**config.mk**
```make
export PLATFORM = sky130hd
export DESIGN_NAME = glpc_ram
export DESIGN_NICKNAME = d
export VERILOG_FILES = /design/src/rtl/graph_label_propagation_clusterer_top_defines.svh /design/src/rtl/glpc_ram.sv
export SDC_FILE = /design/constraint.sdc
export NUM_CORES = 2
export LEC_CHECK = 0
export BUFFER_PORTS_ARGS = -buffer_cell sky130_fd_sc_hd__buf_2
export CAP_MARGIN = 20
export CORE_MARGIN = 2
export CORE_UTILIZATION = 55
export DETAILED_ROUTE_END_ITERATION = 8
export PLACE_DENSITY_LB_ADDON = 0.05
export SYNTH_ARGS = -nofsm -noshare
export SYNTH_HDL_FRONTEND = slang
export SYNTH_SLANG_ARGS = --single-unit
```
**constraint.sdc**
```tcl
create_clock -name clk_i -period 4.27 [get_ports clk_i]
set_input_delay 0.854 -clock clk_i [delete_from_list [all_inputs] [get_ports clk_i]]
set_output_delay 0.854 -clock clk_i [all_outputs]
set_load 0.02 [all_outputs]
```
**src/rtl/graph_label_propagation_clusterer_top_defines.svh**
```systemverilog
// ----------------------------------------------------------------------------
// Assertion macros for the label propagation clusterer
// The asserting module must provide clk_i and rst_ni.
// ----------------------------------------------------------------------------
`ifndef GRAPH_LABEL_PROPAGATION_CLUSTERER_TOP_DEFINES_SVH
`define GRAPH_LABEL_PROPAGATION_CLUSTERER_TOP_DEFINES_SVH

// plain property, sampled on clk_i, off during reset
`define GLPC_ASSERT(lbl, prop, msg) \
  lbl: assert property (@(posedge clk_i) disable iff (!rst_ni) (prop)) else $error(msg);

// overlapping implication
`define GLPC_ASSERT_IMPL(lbl, ante, cons, msg) \
  lbl: assert property (@(posedge clk_i) disable iff (!rst_ni) (ante) |-> (cons)) \
    else $error(msg);

// next-cycle implication
`define GLPC_ASSERT_NEXT(lbl, ante, cons, msg) \
  lbl: assert property (@(posedge clk_i) disable iff (!rst_ni) (ante) |=> (cons)) \
    else $error(msg);

`endif

```
**src/rtl/glpc_ram.sv**
```systemverilog
// ----------------------------------------------------------------------------
// glpc_ram
// Simple dual-port RAM, one write and one registered read per cycle.
// ----------------------------------------------------------------------------
module glpc_ram #(
  parameter int unsigned W     = 8,
  parameter int unsigned DEPTH = 256,
  localparam int unsigned AW   = (DEPTH > 1) ? $clog2(DEPTH) : 1
) (
  input  logic          clk_i,
  input  logic          we_i,
  input  logic [AW-1:0] waddr_i,
  input  logic [W-1:0]  wdata_i,
  input  logic [AW-1:0] raddr_i,
  output logic [W-1:0]  rdata_o
);

  logic [W-1:0] mem [DEPTH];
  logic [W-1:0] rdata_q;

  always_ff @(posedge clk_i) begin
    if (we_i) begin
      mem[waddr_i] <= wdata_i;
    end
    rdata_q <= mem[raddr_i];
  end

  assign rdata_o = rdata_q;

endmodule

```
# After elaboration in Yosys (flattened, before gate mapping)

Memory sizes are Yosys's and may differ from the RTL's. A register that Yosys moved wholly into a read port is not among the register bits.
Index checks and enable logic that the tools add are counted.

Flip-flop bits (word level): 0
RAM bits: 2048
Input port bits: 26
Memories: 1
Output and inout port bits: 8

Multiplexer cells: 2

Memories:

| name | words | width | rd ports | clocked after Yosys merged registers in | wr ports | line           | source |
|---|---|---|---|---|---|---|---|
| mem  | 256   | 8     | 1        | 1                                       | 1        | glpc_ram.sv:18 | `logic [W-1:0] mem [DEPTH];` |

Operator list:

| operator          | number |
|---|---|
| 1-bit two-way mux | 2 |

# Logic depth before layout (Yosys ltp)

Depth in word-level cells: 2
Depth in mapped cells: 11

# Worst setup path after synthesis

No wires, ideal clock.

Path type: input -> register
From: input raddr_i[0]
To: register rdata_q[2], in the netlist rdata_o[2] (read register of mem)
Stages on the path: 9
Arrival time: 2.661 ns
Setup time: 0.131 ns
Setup slack: 1.478 ns
Cell sequence: buf_6 > buf_12 > buf_8 > buf_2 > mux4_2 > a22oi_1 > a21oi_1 > nor4_1 > nor4_2

RTL lines:

| item            | line           | source |
|---|---|---|
| start, declared | glpc_ram.sv:14 | `input logic [AW-1:0] raddr_i,` |
| end, declared   | glpc_ram.sv:19 | `logic [W-1:0] rdata_q;` |

==> flow_summary.json <==
{
  "cts.root.buffer_cell": "sky130_fd_sc_hd__clkbuf_16",
  "cts-htree-levels": 4,
  "crit_path_max_fanout": 38,
  "detail_route.iter0.violations": 4617,
  "critical_path_buf_inv_count": 3,
  "filler_cell_count": 9960,
  "tritoncts_num_sinks": 2056,
  "asyncSetResetFlopFracSynth": 0,
  "first_global_vias": 39970,
  "mappedNetlistNets": 3759,
  "grt_start_max_net_pins": 153,
  "post-route-period-util": 0.8623,
  "port-buffer-count": 33,
  "yosys_most_used_dff": "sky130_fd_sc_hd__edfxtp_1",
  "floorplan.die_area_sq_um": 147700,
  "series_of_cell_instances_along_the_critical_path": "buf_8, buf_12, mux4_2, a22o_1, a221oi_1, o32ai_1, nor3_1, buf_4, nor4_1",
  "drc_viols": 4,
  "gates_resized_cts_repair": 0,
  "register_area_sq_um": 61660,
  "io-pin-count": 34,
  "min-delay-path-class": "input pin to register",
  "synth-seq-cells": 2056,
  "cts_buffers": 201,
  "ctsHoldBuffers": 0,
  "p_clk_frac": 0.415,
  "dp.final_hpwl_mm": 124.8,
  "seqPwrFrac": 0.535,
  "final-setup-viol-count": 0,
  "antenna_violations_before_repair": 16,
  "synth_top_area_cell": "sky130_fd_sc_hd__edfxtp_1",
  "syn_inst": 3733,
  "grt_pass1_wl_mm": 286.2,
  "post-cts-setup-buffers": 0,
  "max-clock-path-buffers": 3,
  "mappedNetlistArea_sq_um": 79560,
  "synth_enable_flop_cells": 2048,
  "internal_power_mw": 32.95,
  "yosysWarnings": 0,
  "vias": 39330,
  "multi_input_comb_area_sq_um": 16490,
  "timing.max_cap.violations": 0,
  "powerDensity_nw_per_um2": 465.6,
  "violations_in_the_final_reports": "design-rule violations",
  "finalNetCount": 4018,
  "clk_pin_slew_worst_paths_ps": 60,
  "finalCriticalPeriod_ps": 3682,
  "crit_path_start_kind": "input pin",
  "worst_skew_ps": 30.93,
  "track_usage": 0.2736,
  "cell_row_count": 139,
  "power_dissipated_by_switching_net_loads_mw": 8.731,
  "setup.worst_path.end_class": "register",
  "timing_hold_violations_final": 0,
  "synth_top_area_share": 0.7730,
  "critPathMaxStageDelay_ps": 780,
  "slew_margin_rel": 0.1666,
  "minimum_hold_slack_ps": 678.7,
  "globalRouteOverflowTotal": 0,
  "outcome": "finished, violations left",
  "critPathTopFamily": "compound AO/OA/AOI/OAI gates",
  "worst-endpoint-arrival_ps": 4330,
  "wl_per_cell_um": 32.77,
  "power.switching_fraction": 0.2095,
  "floorplan.core_area_sq_um": 143700,
  "leakage_nw": 27.97,
  "wl_mm": 198.9,
  "rsz_0062_raised_after_global_routing": "false",
  "syn2layout_area_growth_pct": 12.54,
  "postSynthAreaPerCell_sq_um": 21.31,
  "initial_core_util": 0.5538,
  "ant_nets": 0,
  "drt_pre_antenna_iters": 8,
  "synth.yosys.seq_area_share": 0.7750,
  "combinationalPowerShare": 0.050,
  "fraction_of_final_layout_cells_with_drive_strength_greater_than_1": 0.2503,
  "most_repeated_cell_in_the_gate_level_netlist_after_synthesis": "sky130_fd_sc_hd__edfxtp_1",
  "gpl.final_weighted_congestion": 0.8587,
  "synth.cells.most_frequent": "sky130_fd_sc_hd__edfxtp_1, sky130_fd_sc_hd__mux4_2, sky130_fd_sc_hd__nor2_1",
  "worstPathRequired_ps": 4920,
  "ys_types": 55,
  "least_margin_pin_slew_ps": 1239,
  "crit_type": "input pin to register",
  "synth.top_cells.by_area": "sky130_fd_sc_hd__edfxtp_1, sky130_fd_sc_hd__mux4_2, sky130_fd_sc_hd__mux2i_1",
  "ir_drop_uv": 384.1,
  "die_y_um": 384.3,
  "max_freq_ghz": 0.2716,
  "die_w_um": 384.3,
  "vias_per_cell": 6.480,
  "crit_path_top_delay_cell": "sky130_fd_sc_hd__nor3_1",
  "dp_slack_ps": -204.1,
  "tritoncts": "done",
  "report.final.slew_viol_count": 0,
  "finalWorstSetupSlack_ps": 588.1,
  "worstSkewPairLatency_ps": 830
}
## final cells by class
class / count / share of cell area
inverters: 2 / 0.00008385
diodes: 3 / 0.00008385
multi-input cells: 1442 / 0.1842
clock inverters: 121 / 0.01187
flip-flops and latches: 2056 / 0.6887
repair buffers: 289 / 0.02847
well taps: 1903 / 0.02659
clock buffers: 253 / 0.06002
## cell families (layout without fill, tap and decap cells)
kind of cell    after synthesis  in the layout  share of synthesized area
flops                      2056           2056                     0.7750
mux                         591            591                     0.1462
compound gates              385            385                    0.03419
other cells                   0              3                          0
simple gates                466            466                    0.02628
buf+inv                     235            665                    0.01831
## cells in the final DEF, fill, tap and decap left out, drive strengths merged, types with 6 or more instances in the layout
cell         n
clkinvlp     9
clkinv      91
o22ai       28
nand4       10
edfxtp    2048
a221oi      14
nand2       33
o211ai      10
buf        281
nor3        22
dfxtp        8
o221ai      47
a22o         8
a211oi      16
o21ai       12
bufinv      18
nor4        27
a22oi      133
and2         6
nor2       282
mux4       456
nand3       34
nor2b       31
clkbuf     261
a21oi       96
nand2b       8
mux2i      134
## layer usage
layer	wire length (um)	share of wire	up-vias	GRT usage
met3	16160	0.081	321	0.05567
met5	37	0.00019	-	0
met2	96500	0.49	1717	0.4338
met1	80570	0.41	21050	0.3896
li1	-	-	16230	-
met4	5605	0.028	6	0.08218
## flip-flops by register name, summed over array words and instances (netlist names)
name     cells
mem       2048
rdata_o      8
## metrics by stage
step                std cells  TNS (ps)  area (sq um)  total power, mW    util
floorplan                3733         0         79560            23.79       -
global placement         5685    -888.6         83030            24.77  0.5780
detailed placement       5691    -516.0         83070            24.82  0.5783
CTS                      6065         0         89510            41.94  0.6231
global route             6068         0         89530            42.79  0.6232
finish                   6069         0         89530            41.68  0.6232
## final timing paths
kind,from,endpoint,slack [ps],cells past startpoint
setup / recovery,raddr_i[0],rdata_o[5],590,9
setup reg to reg,mem[83][5],rdata_o[5],1150,7
hold reg to reg,mem[41][3],rdata_o[3],1070,7
hold / removal,wdata_i[4],mem[77][4],680,1
## power groups by stage
stage	Clock, mW	Sequential (mW)	Combinational (mW)
after floorplan	0	22.7	1.08
after global placement	0	22.7	2.05
after detailed placement	0	22.7	2.09
after CTS	17.5	22.3	2.10
after global routing	18.3	22.3	2.19
final	17.3	22.3	2.08
Power figures use the tool's default switching activity.
