## src/rtl/graph_label_propagation_clusterer_top_defines.svh

```systemverilog
// ----------------------------------------------------------------------------
// Assertion macros for the label propagation clusterer
// The asserting module must provide clk_i and rst_ni.
// ----------------------------------------------------------------------------
`ifndef GRAPH_LABEL_PROPAGATION_CLUSTERER_TOP_DEFINES_SVH
`define GRAPH_LABEL_PROPAGATION_CLUSTERER_TOP_DEFINES_SVH

// plain property, sampled on clk_i, off during reset
`define GLPC_ASSERT(lbl, prop, msg) \
  lbl: assert property (@(posedge clk_i) disable iff (!rst_ni) (prop)) else $error(msg);

// overlapping implication
`define GLPC_ASSERT_IMPL(lbl, ante, cons, msg) \
  lbl: assert property (@(posedge clk_i) disable iff (!rst_ni) (ante) |-> (cons)) \
    else $error(msg);

// next-cycle implication
`define GLPC_ASSERT_NEXT(lbl, ante, cons, msg) \
  lbl: assert property (@(posedge clk_i) disable iff (!rst_ni) (ante) |=> (cons)) \
    else $error(msg);

`endif

```

## src/rtl/glpc_vram.sv

```systemverilog
// ----------------------------------------------------------------------------
// glpc_vram
// RAM with a valid flop per entry; unwritten entries read as a fill value
// (zero or the entry's own address). clr_i drops all valid bits at once.
// ----------------------------------------------------------------------------
module glpc_vram #(
  parameter int unsigned W          = 8,
  parameter int unsigned DEPTH      = 256,
  parameter bit          FILL_INDEX = 1'b0,
  localparam int unsigned AW        = (DEPTH > 1) ? $clog2(DEPTH) : 1
) (
  input  logic          clk_i,
  input  logic          rst_ni,
  input  logic          clr_i,
  input  logic          we_i,
  input  logic [AW-1:0] waddr_i,
  input  logic [W-1:0]  wdata_i,
  input  logic [AW-1:0] raddr_i,
  output logic [W-1:0]  rdata_o
);

  logic [W-1:0]     mem [DEPTH];
  logic [W-1:0]     rdata_q;
  logic [AW-1:0]    raddr_q;
  logic             rvld_q;
  logic [DEPTH-1:0] vld_q;

  always_ff @(posedge clk_i or negedge rst_ni) begin
    if (!rst_ni) begin
      vld_q <= '0;
    end else if (clr_i) begin
      vld_q <= '0;
    end else if (we_i) begin
      vld_q[waddr_i] <= 1'b1;
    end
  end

  always_ff @(posedge clk_i) begin
    if (we_i) begin
      mem[waddr_i] <= wdata_i;
    end
    rdata_q <= mem[raddr_i];
    raddr_q <= raddr_i;
    rvld_q  <= vld_q[raddr_i];
  end

  assign rdata_o = rvld_q ? rdata_q : (FILL_INDEX ? W'(raddr_q) : '0);

endmodule

```

## config.mk

```make
export PLATFORM = sky130hd
export DESIGN_NAME = glpc_vram
export DESIGN_NICKNAME = d
export VERILOG_FILES = /design/src/rtl/graph_label_propagation_clusterer_top_defines.svh /design/src/rtl/glpc_vram.sv
export SDC_FILE = /design/constraint.sdc
export NUM_CORES = 2
export LEC_CHECK = 0
export BUFFER_PORTS_ARGS = -buffer_cell sky130_fd_sc_hd__buf_4
export CORE_ASPECT_RATIO = 0.6
export CORE_UTILIZATION = 30
export DETAILED_ROUTE_END_ITERATION = 12
export SETUP_SLACK_MARGIN = 0.5
export SLEW_MARGIN = 20
export SYNTH_ARGS = -nofsm -noshare
export SYNTH_HDL_FRONTEND = slang
export SYNTH_SLANG_ARGS = --single-unit
```

## constraint.sdc

```tcl
create_clock -name clk_i -period 2.9 [get_ports clk_i]
set_clock_uncertainty 0.1 [all_clocks]
set_input_delay 0.145 -clock clk_i [delete_from_list [all_inputs] [get_ports clk_i]]
set_output_delay 0.145 -clock clk_i [all_outputs]
set_load 0.01 [all_outputs]
```

## Word level (Yosys, flattened, before mapping)

Memory sizes are Yosys's and may differ from the RTL's. A register that Yosys moved wholly into a read port is not among the register bits.
Cells that the tools add are included.

| operators by class | value |
|---|---|
| $lt $le $gt $ge | 3 |
| mux-type cells | 9 |
| bitwise operators | 1 |
| reduce and logical (&&, ||, !) cells | 2 |

Operators by type and width:

| kind | number |
|---|---|
| $mux W256 | 2 |
| $or A256 B256 Y256 | 1 |
| $lt A8 B9 Y1 const B | 2 |
| $bmux W1 S8 | 1 |
| $demux W1 S8 | 1 |
| $ge A8 B1 Y1 const B | 1 |
| $mux W8 | 1 |
| $mux W1 | 4 |
| $reduce_bool A2 Y1 | 1 |
| $logic_and A1 B1 Y1 | 1 |

| storage, ports and cells | value |
|---|---|
| flip-flop bits (word level) | 257 |
| bits in writable memories | 2048 |
| input port bits | 28 |
| memories | 1 |

Memories:

| memory | depth | width | rd ports | clocked after Yosys merged registers in | wr ports | line | source |
|---|---|---|---|---|---|---|---|
| mem | 256 | 8 | 1 | 1 | 1 | glpc_vram.sv:22 | `logic [W-1:0] mem [DEPTH];` |

## Depth between registers and ports, before layout

| depth | value |
|---|---|
| depth after elaboration | 7 |
| gate-level depth with buffers | 11 |
| gate-level depth less buffers | 6 |

## Least setup slack after synthesis

OpenSTA, ideal clock, no wires.

| timing path | value |
|---|---|
| path kind | in2reg |
| from | input raddr_i[0] |
| to | register rdata_q[5], read port of mem |
| setup time | 127 ps |
| arrival time | 1922 ps |
| slack | 751 ps |
| stages on the path | 9 |
| buffers on the path | 4 |
| path through | buf_6 > buf_12 > buf_6 > buf_2 > mux4_2 > a22oi_1 > a21oi_1 > nor4_1 > nor4_2 |

RTL lines:

| item | line | source |
|---|---|---|
| from (decl) | glpc_vram.sv:18 | `input logic [AW-1:0] raddr_i,` |
| to (decl) | glpc_vram.sv:23 | `logic [W-1:0] rdata_q;` |

==> flow_summary.ini <==
[yosys]
yosysWarningCount = 0
yosysTopAreaCell = edfxtp_1
yosys-top-cells-area = edfxtp_1, mux4_2, dfrtp_1
ys_types = 53
ys_seq_area_frac = 0.7551
synthesis.nets = 4744
syn-mean-instance-area_sq_um = 19.12
synth_edf_count = 2048
synthFlopType = edfxtp_1
netlist_area_sq_mm = 0.09017
syn_inst = 4716
ys_seq_elements = 2313
async_reset_ff_frac = 0.1107
synth_top_area_frac = 0.6820

[finish]
stdcell_count = 9518
design_area_sq_mm = 0.1070
drive_above_1_share = 0.2876
regArea_sq_mm = 0.06809
multiInputGateArea_sq_mm = 0.02092
fillCellCount = 27460
fin_nets = 5383
area_growth_pct = 18.70

[setup_path]
r2r_end = rdata_q[6]$_DFF_P_
cpMostUsedCell = buf_4
crit_start = mem[205][6]$_DFFE_PP_
cp-endpoint = rdata_q[6]$_DFF_P_
crit_arrival_ns = 3.19
r2r-start = mem[205][6]$_DFFE_PP_
worstPathRequired_ns = 3.50
startpoint_type = flip-flop
cp_slowest_stage_delay_ns = 0.46
path_buf_inv = 3
reg2regPathDepth = 9
end_kind = flip-flop
critPathMaxFanout = 1
crit_family = multiplexers
cp_num_cells = 9
slowest_stage = mux4_2
crit_type = flip-flop to flip-flop
crit_chain = mux4_2, mux2_4, o221ai_4, buf_6, o41ai_2, buf_4, a211oi_4, buf_4, nor4_2
ff2ff_setup_slack_ns = 0.30

[min_path]
min_path_type = input port to flip-flop
hold_path_depth = 4

[placed_design]
io_buffers = 35
place_area_sq_mm = 0.09988
dp.cells = 9133
hpwl_um = 176300
gp_congestion = 0.9061

[floorplanning]
die_w_um = 709.8
row_count = 155
start_util = 0.3025
die_y_um = 426.7
ios = 36
dieArea_sq_mm = 0.3028
coreArea_sq_mm = 0.2981

[sta]
worst_pin_slew_ns = 1.163
finalCriticalPeriod_ns = 2.598
rsz0062_at_grt = yes
slew_headroom = 0.2245
max_freq_mhz = 384.9
period_share = 0.8959
whs_ns = 0.1388
tns_ns = 0
finalHoldViolCount = 0
setup-violations-final = 0
drv_slew = 0

[detailed_routing]
ant_nets = 0
drc = 0
drt_iter0_drc = 7077
wl_per_cell_um = 27.71
vias_per_cell = 5.262
routed_wl_um = 263700
dr.pass1.iters = 6
dr_total_vias = 50090

[power_and_ir_drop]
vdd.ir_drop.worst_v = 0.0005285
leakage_nw = 35.51
p_per_area_mw_per_mm2 = 631.3

[global_route]
grt_pass1_vias = 48370
grt_pass1_wl_um = 372200
grt_overflow = 0
grt_antenna_before_repair = 14
grt_max_degree = 109
track_usage = 0.1710

[clock_tree]
cts_buffer_depth = 4
clkLatencyLatePin_ns = 0.86
post_cts_buffers = 0
cts-buffers-inserted = 197
htreeDepth = 4
root_buffer = clkbuf_16
cts_tree = yes
clk_pin_slew_ns = 0.07
clkSinkCount = 2313

[outcome]
run_status = complete, no violations

[flow_run]
maxCapViolCount = 0
-- power breakdown --
part | internal (W) | switching, W | total [W] | leakage, nW
logic | 0.00149 | 0.00266 | 0.00415 | 10.3
clock network | 0.0149 | 0.0122 | 0.0271 | 3.13
registers | 0.0363 | 0.0000297 | 0.0363 | 22.1
-- worst min-delay path by stage --
stage,from,slack [ns],end
floorplan,rst_ni,-0.25,vld_q[0]$_DFFE_PN0P_
global placement,rst_ni,0.02,vld_q[136]$_DFFE_PN0P_
detailed placement,rst_ni,0.03,vld_q[136]$_DFFE_PN0P_
CTS,raddr_i[5],0.08,rdata_q[6]$_DFF_P_
global route,raddr_i[5],0.12,rdata_q[6]$_DFF_P_
finish,raddr_i[5],0.14,rdata_q[6]$_DFF_P_
-- cells in the final DEF (no fill, tap or decap), types with 31 or more instances in the layout --
cell / count
a211oi_1: 46
clkbuf_16: 200
nor2b_1: 36
a21oi_1: 50
a22oi_1: 150
mux2i_1: 162
clkbuf_1: 51
o21ba_2: 31
mux4_2: 487
buf_4: 617
nand2_1: 53
o221ai_1: 39
dfrtp_1: 256
buf_12: 73
edfxtp_1: 2048
nor2_1: 747
-- routing by layer --
metal / vias up / wire [um] / global-route usage
met5: - / 27 / 0
met4: 4 / 4961 / 0.03100
met3: 332 / 37210 / 0.06638
met2: 2868 / 103200 / 0.2219
met1: 26620 / 118300 / 0.2672
li1: 20270 / - / -
-- timing repair --
action | 4_1_cts | 5_1_grt
endpoints found under the hold margin | 1431 | 0
endpoints found under the setup margin | 7 | 205
resized for setup | 20 | 58
pin swaps | 2 | 12
hold buffers | 26 | 0
-- synth_stat cells (47+ instances only) --
master,instances
edfxtp_1,2048
nor2_1,751
mux4_2,487
dfrtp_1,256
mux2i_1,163
clkbuf_1,158
a22oi_1,154
a211oi_1,55
nand2_1,54
a21oi_1,53
buf_2,47
-- kinds of logic after synthesis --
family	count (synthesis)	share of synthesized area
buffers and inverters	295	0.01866
muxes	651	0.1399
DFF	2313	0.7551
and+or+nand+nor	954	0.04392
AOI/OAI and AO/OA	503	0.04248
-- registers in the layout (all words and copies together), names as in the netlist --
register	flops
mem	2048
vld_q	256
rdata_q	8
rvld_q	1
-- worst min-delay path, delay by kind of cell --
kind,cells,cell delay (ns)
buffers and inverters,1,0.25
AOI/OAI and AO/OA,2,0.33
and+or+nand+nor,1,0.26
-- through the flow --
step	power (W)	util	worst slack, ns
2_1_floorplan	0.03883	-	0.7509
3_3_place_gp	0.04096	0.3351	-0.6127
3_5_place_dp	0.04102	0.3351	-0.6602
4_1_cts	0.06783	0.3579	0.3439
5_1_grt	0.06933	0.3591	0.2899
6_report	0.06757	0.3591	0.3019
-- area by class of cell --
class / count / area share
timing repair buffer: 731 / 0.06154
clock inverter: 81 / 0.008253
tap: 4003 / 0.04679
antenna: 3 / 0.00007014
multi-input combinational: 2108 / 0.1955
clock buffer: 275 / 0.05163
sequential: 2313 / 0.6361
inverter: 4 / 0.0001403
Note: power is estimated with default switching activity, not from simulation.
